**src/hw/rtl/assert_macros.svh**
```systemverilog
// Assertion macros shared by the RTL of the typed integer ALU.
// No dependencies.
`ifndef ASSERT_MACROS_SVH
`define ASSERT_MACROS_SVH

// Implication checked while reset is low.
`define TAI_ASSERT_IMPL(lbl, clk, rst, ante, cons) \
   lbl: assert property (@(posedge clk) disable iff (rst) (ante) |-> (cons)) \
      else $error("assertion failed");

// Implication checked at every edge, reset included.
`define TAI_ASSERT_ALWAYS(lbl, clk, ante, cons) \
   lbl: assert property (@(posedge clk) (ante) |-> (cons)) \
      else $error("assertion failed");

`endif

```
**src/hw/rtl/tai_pkg.sv**
```systemverilog
// Package of the typed integer ALU: codes, widths, the front-to-back record
// and the width fitting function. No dependencies.
`timescale 1ns / 1ps
`default_nettype none

package tai_pkg;

   localparam int DATA_W = 64;
   localparam int CMD_W = 4;
   localparam int TY_W = 3;
   localparam int TGT_W = 4;
   localparam int ERR_W = 2;
   localparam int QUEUE_DEPTH = 2;

   localparam logic [CMD_W-1:0] CMD_ADD = 4'd0;
   localparam logic [CMD_W-1:0] CMD_SUB = 4'd1;
   localparam logic [CMD_W-1:0] CMD_MUL = 4'd2;
   localparam logic [CMD_W-1:0] CMD_DIV = 4'd3;
   localparam logic [CMD_W-1:0] CMD_REM = 4'd4;
   localparam logic [CMD_W-1:0] CMD_AND = 4'd5;
   localparam logic [CMD_W-1:0] CMD_OR = 4'd6;
   localparam logic [CMD_W-1:0] CMD_XOR = 4'd7;
   localparam logic [CMD_W-1:0] CMD_SHL = 4'd8;
   localparam logic [CMD_W-1:0] CMD_SHR = 4'd9;
   localparam logic [CMD_W-1:0] CMD_EQ = 4'd10;
   localparam logic [CMD_W-1:0] CMD_GT = 4'd11;
   localparam logic [CMD_W-1:0] CMD_GE = 4'd12;
   localparam logic [CMD_W-1:0] CMD_NE = 4'd13;
   localparam logic [CMD_W-1:0] CMD_CAST = 4'd14;

   localparam logic [TGT_W-1:0] TGT_PTR = 4'd8;

   localparam logic [ERR_W-1:0] ERR_NONE = 2'd0;
   localparam logic [ERR_W-1:0] ERR_DIV_ZERO = 2'd1;
   localparam logic [ERR_W-1:0] ERR_SHIFT = 2'd2;
   localparam logic [ERR_W-1:0] ERR_CAST = 2'd3;

   localparam logic [DATA_W-1:0] CMP_TRUE = 64'h01;
   localparam logic [DATA_W-1:0] CMP_FALSE = 64'h00;

   typedef enum logic [1:0] {
      KIND_SIMPLE,
      KIND_MUL,
      KIND_DIV
   } kind_type;

   typedef struct packed {
      logic [CMD_W-1:0]  cmd;
      logic [TY_W-1:0]   ty;
      kind_type          kind;
      logic [ERR_W-1:0]  err;
      logic [DATA_W-1:0] a;
      logic [DATA_W-1:0] b;
      logic [DATA_W-1:0] res;
   } op_type;

   function automatic logic ty_signed(input logic [TY_W-1:0] ty);
      return ~ty[2];
   endfunction

   // Truncate to the type's width and extend by its signedness.
   function automatic logic [DATA_W-1:0] fit(input logic [DATA_W-1:0] v,
                                             input logic [TY_W-1:0] ty);
      logic s;
      logic [DATA_W-1:0] r;
      s = ~ty[2];
      unique case (ty[1:0])
         2'd0: r = {{56{s & v[7]}}, v[7:0]};
         2'd1: r = {{48{s & v[15]}}, v[15:0]};
         2'd2: r = {{32{s & v[31]}}, v[31:0]};
         default: r = v;
      endcase
      return r;
   endfunction

endpackage

`default_nettype wire

```
**src/hw/rtl/tai_if.sv**
```systemverilog
// Handshake channels of the typed integer ALU: request and response.
// Depends on tai_pkg.
`timescale 1ns / 1ps
`default_nettype none

interface tai_req_if;
   logic                          valid;
   logic                          ready;
   logic [tai_pkg::CMD_W-1:0]     command;
   logic [tai_pkg::TY_W-1:0]      operand_type;
   logic [tai_pkg::DATA_W-1:0]    operand_a;
   logic [tai_pkg::DATA_W-1:0]    operand_b;
   logic [tai_pkg::TGT_W-1:0]     target_type;
   modport source (output valid, command, operand_type, operand_a, operand_b,
                   target_type, input ready);
   modport sink (input valid, command, operand_type, operand_a, operand_b,
                 target_type, output ready);
endinterface


`default_nettype wire

```
**src/hw/rtl/tai_front.sv**
```systemverilog
// Front part: fits operands, settles the simple operations and
// classifies the rest, then queues the beat. Depends on tai_pkg, tai_if.
`timescale 1ns / 1ps
`default_nettype none

module tai_front #(
   parameter int QueueDepth = tai_pkg::QUEUE_DEPTH
) (
   input  wire logic       clock,
   input  wire logic       reset,
   tai_req_if.sink         req_bus,
   output tai_pkg::op_type head,
   output logic            head_valid,
   input  wire logic       head_pop
);
   localparam int PtrW = (QueueDepth > 1) ? $clog2(QueueDepth) : 1;
   localparam int CntW = $clog2(QueueDepth + 1);

   tai_pkg::op_type op;
   logic [tai_pkg::DATA_W-1:0] a, b, sa, sb, shl_v, shr_v;
   logic [31:0] cnt;
   logic sgn, wide, lt_ab, lt_ba;

   tai_pkg::op_type queue_ff [QueueDepth];
   logic [PtrW-1:0] wr_ptr_ff, wr_ptr_in, rd_ptr_ff, rd_ptr_in;
   logic [CntW-1:0] count_ff, count_in;
   logic push;

   function automatic logic [tai_pkg::DATA_W-1:0] DATA_W_SHR(
      input logic [tai_pkg::DATA_W-1:0] v, input logic [5:0] n);
      return $unsigned($signed(v) >>> n);
   endfunction

   always_comb begin
      sgn = tai_pkg::ty_signed(req_bus.operand_type);
      a = tai_pkg::fit(req_bus.operand_a, req_bus.operand_type);
      b = tai_pkg::fit(req_bus.operand_b, req_bus.operand_type);
      wide = (req_bus.operand_type[1:0] == 2'd3);
      cnt = b[31:0];
      sa = {a[63] ^ sgn, a[62:0]};
      sb = {b[63] ^ sgn, b[62:0]};
      lt_ab = sa < sb;
      lt_ba = sb < sa;
      shl_v = a << cnt[5:0];
      shr_v = sgn ? DATA_W_SHR(a, cnt[5:0]) : (a >> cnt[5:0]);
      op.cmd = req_bus.command;
      op.ty = req_bus.operand_type;
      op.kind = tai_pkg::KIND_SIMPLE;
      op.err = tai_pkg::ERR_NONE;
      op.a = a;
      op.b = b;
      op.res = '0;
      unique case (req_bus.command)
         tai_pkg::CMD_ADD: op.res = tai_pkg::fit(a + b, req_bus.operand_type);
         tai_pkg::CMD_SUB: op.res = tai_pkg::fit(a - b, req_bus.operand_type);
         tai_pkg::CMD_MUL: op.kind = tai_pkg::KIND_MUL;
         tai_pkg::CMD_DIV, tai_pkg::CMD_REM: begin
            op.kind = tai_pkg::KIND_DIV;
            if (b == '0) op.err = tai_pkg::ERR_DIV_ZERO;
         end
         tai_pkg::CMD_AND: op.res = a & b;
         tai_pkg::CMD_OR: op.res = a | b;
         tai_pkg::CMD_XOR: op.res = a ^ b;
         tai_pkg::CMD_SHL, tai_pkg::CMD_SHR: begin
            if (cnt >= (wide ? 32'd64 : 32'd32)) begin
               op.err = tai_pkg::ERR_SHIFT;
            end else begin
               op.res = tai_pkg::fit((req_bus.command == tai_pkg::CMD_SHL) ? shl_v : shr_v,
                                     req_bus.operand_type);
            end
         end
         tai_pkg::CMD_EQ: op.res = (a == b) ? tai_pkg::CMP_TRUE : tai_pkg::CMP_FALSE;
         tai_pkg::CMD_GT: op.res = lt_ba ? tai_pkg::CMP_TRUE : tai_pkg::CMP_FALSE;
         tai_pkg::CMD_GE: op.res = lt_ab ? tai_pkg::CMP_FALSE : tai_pkg::CMP_TRUE;
         tai_pkg::CMD_NE: op.res = (a != b) ? tai_pkg::CMP_TRUE : tai_pkg::CMP_FALSE;
         tai_pkg::CMD_CAST: begin
            if (!req_bus.target_type[3]) begin
               op.res = tai_pkg::fit(a, req_bus.target_type[2:0]);
            end else if (req_bus.target_type == tai_pkg::TGT_PTR) begin
               op.res = {32'd0, a[31:0]};
            end else begin
               op.err = tai_pkg::ERR_CAST;
            end
         end
         default: op.err = tai_pkg::ERR_CAST;
      endcase
   end

   assign req_bus.ready = (count_ff != CntW'(QueueDepth));
   assign push = req_bus.valid && req_bus.ready;
   assign head = queue_ff[rd_ptr_ff];
   assign head_valid = (count_ff != '0);

   always_comb begin
      wr_ptr_in = wr_ptr_ff;
      rd_ptr_in = rd_ptr_ff;
      if (push) wr_ptr_in = (wr_ptr_ff == PtrW'(QueueDepth - 1)) ? '0 : wr_ptr_ff + 1'b1;
      if (head_pop) rd_ptr_in = (rd_ptr_ff == PtrW'(QueueDepth - 1)) ? '0 : rd_ptr_ff + 1'b1;
      count_in = count_ff + CntW'(push) - CntW'(head_pop);
   end

   always_ff @(posedge clock) begin
      if (reset) begin
         wr_ptr_ff <= '0;
         rd_ptr_ff <= '0;
         count_ff <= '0;
      end else begin
         wr_ptr_ff <= wr_ptr_in;
         rd_ptr_ff <= rd_ptr_in;
         count_ff <= count_in;
      end
   end

   always_ff @(posedge clock) begin
      if (push) queue_ff[wr_ptr_ff] <= op;
   end

endmodule

`default_nettype wire

```
**src/flat_wrapper.sv**
```systemverilog
// flat-port wrapper written by rule: the top's interface ports become plain ports
module tai_front_flat 
#(
   parameter int QueueDepth = tai_pkg::QUEUE_DEPTH
)
  (clock, reset, head, head_valid, head_pop, req_bus_valid, req_bus_command, req_bus_operand_type, req_bus_operand_a, req_bus_operand_b, req_bus_target_type, req_bus_ready);
  tai_req_if req_bus_i ();
  input  wire logic clock;
  input  wire logic reset;
  output tai_pkg::op_type head;
  output logic head_valid;
  input  wire logic head_pop;
  input wire logic [$bits(req_bus_i.valid)-1:0] req_bus_valid;
  input wire logic [$bits(req_bus_i.command)-1:0] req_bus_command;
  input wire logic [$bits(req_bus_i.operand_type)-1:0] req_bus_operand_type;
  input wire logic [$bits(req_bus_i.operand_a)-1:0] req_bus_operand_a;
  input wire logic [$bits(req_bus_i.operand_b)-1:0] req_bus_operand_b;
  input wire logic [$bits(req_bus_i.target_type)-1:0] req_bus_target_type;
  output wire logic [$bits(req_bus_i.ready)-1:0] req_bus_ready;
  assign req_bus_i.valid = req_bus_valid;
  assign req_bus_i.command = req_bus_command;
  assign req_bus_i.operand_type = req_bus_operand_type;
  assign req_bus_i.operand_a = req_bus_operand_a;
  assign req_bus_i.operand_b = req_bus_operand_b;
  assign req_bus_i.target_type = req_bus_target_type;
  assign req_bus_ready = req_bus_i.ready;
  tai_front #(.QueueDepth(QueueDepth)) u_core (.clock(clock), .reset(reset), .req_bus(req_bus_i), .head(head), .head_valid(head_valid), .head_pop(head_pop));
endmodule
```
**config.mk**
```make
export PLATFORM = sky130hd
export DESIGN_NAME = tai_front_flat
export DESIGN_NICKNAME = d
export VERILOG_FILES = /design/src/hw/rtl/assert_macros.svh /design/src/hw/rtl/tai_pkg.sv /design/src/hw/rtl/tai_if.sv /design/src/hw/rtl/tai_front.sv /design/src/flat_wrapper.sv
export SDC_FILE = /design/constraint.sdc
export NUM_CORES = 2
export LEC_CHECK = 0
export BUFFER_PORTS_ARGS = -buffer_cell sky130_fd_sc_hd__buf_4
export CORE_MARGIN = 4
export CORE_UTILIZATION = 40
export CTS_BUF_LIST = sky130_fd_sc_hd__clkbuf_4
export DETAILED_ROUTE_END_ITERATION = 16
export PLACE_DENSITY_LB_ADDON = 0.15
export SLEW_MARGIN = 15
export SYNTH_ARGS = -nofsm -noshare
export SYNTH_HDL_FRONTEND = slang
export SYNTH_SLANG_ARGS = --single-unit
```
**constraint.sdc**
```tcl
create_clock -name clock -period 21.1 [get_ports clock]
set_input_delay 1.055 -clock clock [delete_from_list [all_inputs] [get_ports clock]]
set_output_delay 1.055 -clock clock [all_outputs]
set_load 0.05 [all_outputs]
```
==> run_results.csv <==
group,metric,value,unit
outcome,status,"complete, no violations",
clock_tree,cts_tree,"done",
sta,fin_crit,7.94,ns
layout,stdcell_area,0.0436,mm^2
clock_tree,cts_buffer_depth,3,
critical_path,crit_family,"simple AND/OR/NAND/NOR gates",
critical_path,worstPathMaxFanout,63,
logic_synthesis,synth.avg_cell_area,8.72,um^2
global_route,grt_pass1_vias,37300,
detailed_routing,vias,40000,
layout,drive_gt1_share,21.0,%
logic_synthesis,synth_top_cell_area_share,31.4,%
place,dp_hpwl,146,mm
logic_synthesis,ys_seq_area_share,31.7,%
critical_path,cp-start-kind,"primary input",
floorplan,core_area,0.0956,mm^2
clock_tree,root_buffer,"clkbuf_4",
critical_path,cp_slowest_cell,"nor4_1",
critical_path,max_stage_delay,0.95,ns
detailed_routing,drc,0,
sta,max-slew-margin-rel,9.90,%
logic_synthesis,async_flop_share,0,%
sta,hold_viol_final,0,
min_path,hold_path.startpoint,"reset",
clock_tree,post_cts_buffers,0,
detailed_routing,vias_per_cell,6.71,
logic_synthesis,synth_edf_count,406,
floorplan,die_width,319,um
logic_synthesis,synth_area_leaders,"edfxtp_1, mux2_2, ha_1, a21oi_1, o21ai_0",
sta,clock-skew-final,0.0887,ns
critical_path,reg2reg_to,"u_core.queue_ff[1][98]",
global_route,grt_pass1_wl,273,mm
clock_tree,clock-sinks,411,
critical_path,reg2reg_from,"u_core.count_ff[0]",
detailed_routing,drt-initial-drc-count,5897,
layout,finalNetCount,4991,
sta,finalSetupTns,0,ns
global_route,gr-total-overflow,0,
floorplan,die_h,319,um
sta,maxSlewViolCount,0,
detailed_routing,wl_per_cell,32.3,um
floorplan,row_count,113,
critical_path,r2r_cells,5,
layout,instances_no_fill,5968,
logic_synthesis,ys_ff_latch,411,
logic_synthesis,synthesis.area,0.0388,mm^2
clock_tree,clk_pin_slew_worst_paths,0.07,ns
logic_synthesis,synth_largest_area_cell,"edfxtp_1",
floorplan,dieArea,0.102,mm^2
logic_synthesis,ys_types,89,
critical_path,reg2reg_setup_slack,18.02,ns
place,gp_congestion,1.04,
logic_synthesis,synthCells,4451,
critical_path,cp-end-kind,"register",
logic_synthesis,ys.flop_type,"edfxtp_1",
detailed_routing,drt-pass1-iter-count,8,
detailed_routing,wl,193,mm
pwr,p_per_area,79.8,mW/mm^2
clock_tree,numCtsBuffers,106,
pwr,p_leak,17.1,nW
flow_run,maxCapViolations,0,
clock_tree,hold_buffers,0,
global_route,antenna_found_initial,11,
logic_synthesis,synth_nets,4799,
clock_tree,ctsResizeCount,0,
critical_path,path_buf_inv,3,
logic_synthesis,synth_warnings,0,
place,io_buffers,347,
clock_tree,htree_levels,3,
logic_synthesis,yosys-top-cells-count,"a21oi_1, edfxtp_1, nand2_1",
place,dpl-instance-area,0.0424,mm^2
min_path,whs_path_depth,2,
place,post-place-cells,5800,
critical_path,required,21.79,ns
sta,grt_setup_unrepaired,"no",
sta,fmax,0.126,GHz
layout,syn_to_final_growth,12.4,%
floorplan,start_util,40.6,%
sta,worst_slew_pin_slew,1.34,ns
logic_synthesis,synth_most_common_cell,"a21oi_1",
min_path,hp-class,"in -> reg",
critical_path,critPathArrivalTime,8.63,ns
floorplan,top_level_ports,348,
sta,finalCritPeriodShare,37.6,%
global_route,track_usage,36.0,%
critical_path,crit_type,"in -> reg",
critical_path,worstPathCellList,"buf_4 > or4b_1 > o21ai_0 > nor2_4 > buf_4 > nor2_1 > ha_1 > inv_1 > nor3_1 > nand2_1 > nor3_1 > nand4b_1 > nor4_1 > nand2b_1 > nand3_1 > o31ai_1 > a221oi_1 > o311ai_1",
pwr,peakVddDrop,0.0000620,V
critical_path,path_depth,18,
sta,setup_viol,0,
detailed_routing,detail-route-antenna-nets,0,
global_route,grt_max_degree,127,
clock_tree,clk_latency,0.99,ns
-- worst max path at each step --
stage | slack [ns] | start | end
after floorplan | 10.75 | req_bus_valid | u_core.queue_ff[0][0]
after detailed placement | 12.29 | req_bus_operand_type[2] | u_core.queue_ff[1][0]
after global routing | 13.03 | req_bus_operand_type[1] | u_core.queue_ff[1][0]
after global placement | 12.28 | req_bus_operand_type[2] | u_core.queue_ff[0][0]
final | 13.16 | req_bus_operand_type[1] | u_core.queue_ff[1][0]
after CTS | 13.39 | req_bus_operand_type[2] | u_core.queue_ff[1][0]
-- layout make-up --
| cell class | instances | area (um^2) |
|---|---|---|
| fill | 9656 | 52000 |
| inverter | 204 | 768 |
| multi-input combinational | 3467 | 24300 |
| tap | 1265 | 1580 |
| sequential | 411 | 12300 |
| clock inverter | 20 | 91.3 |
| antenna | 4 | 10.0 |
| clock buffer | 144 | 1080 |
| timing repair buffer | 453 | 3430 |
-- flip-flops by register name, indices dropped and copies added (netlist names), named ones only --
| name | count |
|---|---|
| u_core.wr_ptr_ff | 1 |
| u_core.queue_ff | 406 |
| u_core.count_ff | 2 |
| u_core.rd_ptr_ff | 1 |
-- routing by layer --
metal  GRT usage [%]  vias up  routed length (um)
met1            51.4    19700               81700
met4            13.3        4                8010
met2            52.7     2659               80600
met5               0        -                  27
li1                -    17200                   -
met3            9.07      418               22400
-- cells by family (layout without fill, tap and decap cells) --
kind of cell | count (synthesis) | in the layout | share of synthesized area [%]
compound gates | 1545 | 1545 | 25.5
simple gates | 1156 | 1156 | 13.8
buf+inv | 573 | 821 | 5.77
mux | 460 | 460 | 14.2
flops | 411 | 411 | 31.7
fa+ha+maj | 205 | 205 | 6.65
xor+xnor | 101 | 101 | 2.28
other cells | 0 | 4 | 0
-- cells in the final DEF (no fill, tap or decap), types with 50 or more instances in the layout --
| master | instances |
|---|---|
| nor3_1 | 88 |
| buf_4 | 449 |
| a21o_1 | 56 |
| inv_1 | 191 |
| o22ai_1 | 67 |
| nand2_1 | 356 |
| o21ai_0 | 352 |
| o211ai_1 | 50 |
| nand3_1 | 91 |
| a211oi_1 | 112 |
| mux2_2 | 264 |
| clkbuf_4 | 144 |
| ha_1 | 203 |
| nor2_1 | 325 |
| mux2i_1 | 149 |
| a21oi_1 | 438 |
| xnor2_1 | 92 |
| edfxtp_1 | 406 |
-- stage by stage --
| step | worst slack [ns] | hold WS [ns] | util (%) | total power, W |
|---|---|---|---|---|
| floorplan | 10.75 | 0.480 | - | 0.00229 |
| global placement | 12.28 | 0.496 | 44.4 | 0.00284 |
| detailed placement | 12.29 | 0.511 | 44.4 | 0.00284 |
| CTS | 13.39 | 0.232 | 45.6 | 0.00348 |
| global route | 13.03 | 0.294 | 45.6 | 0.00364 |
| finish | 13.16 | 0.352 | 45.6 | 0.00348 |
-- power breakdown --
part           switching [W]  internal [W]
Combinational        0.00122      0.000521
Sequential         0.0000325       0.00108
Clock               0.000313      0.000310
(Power assumes the default switching activity.)
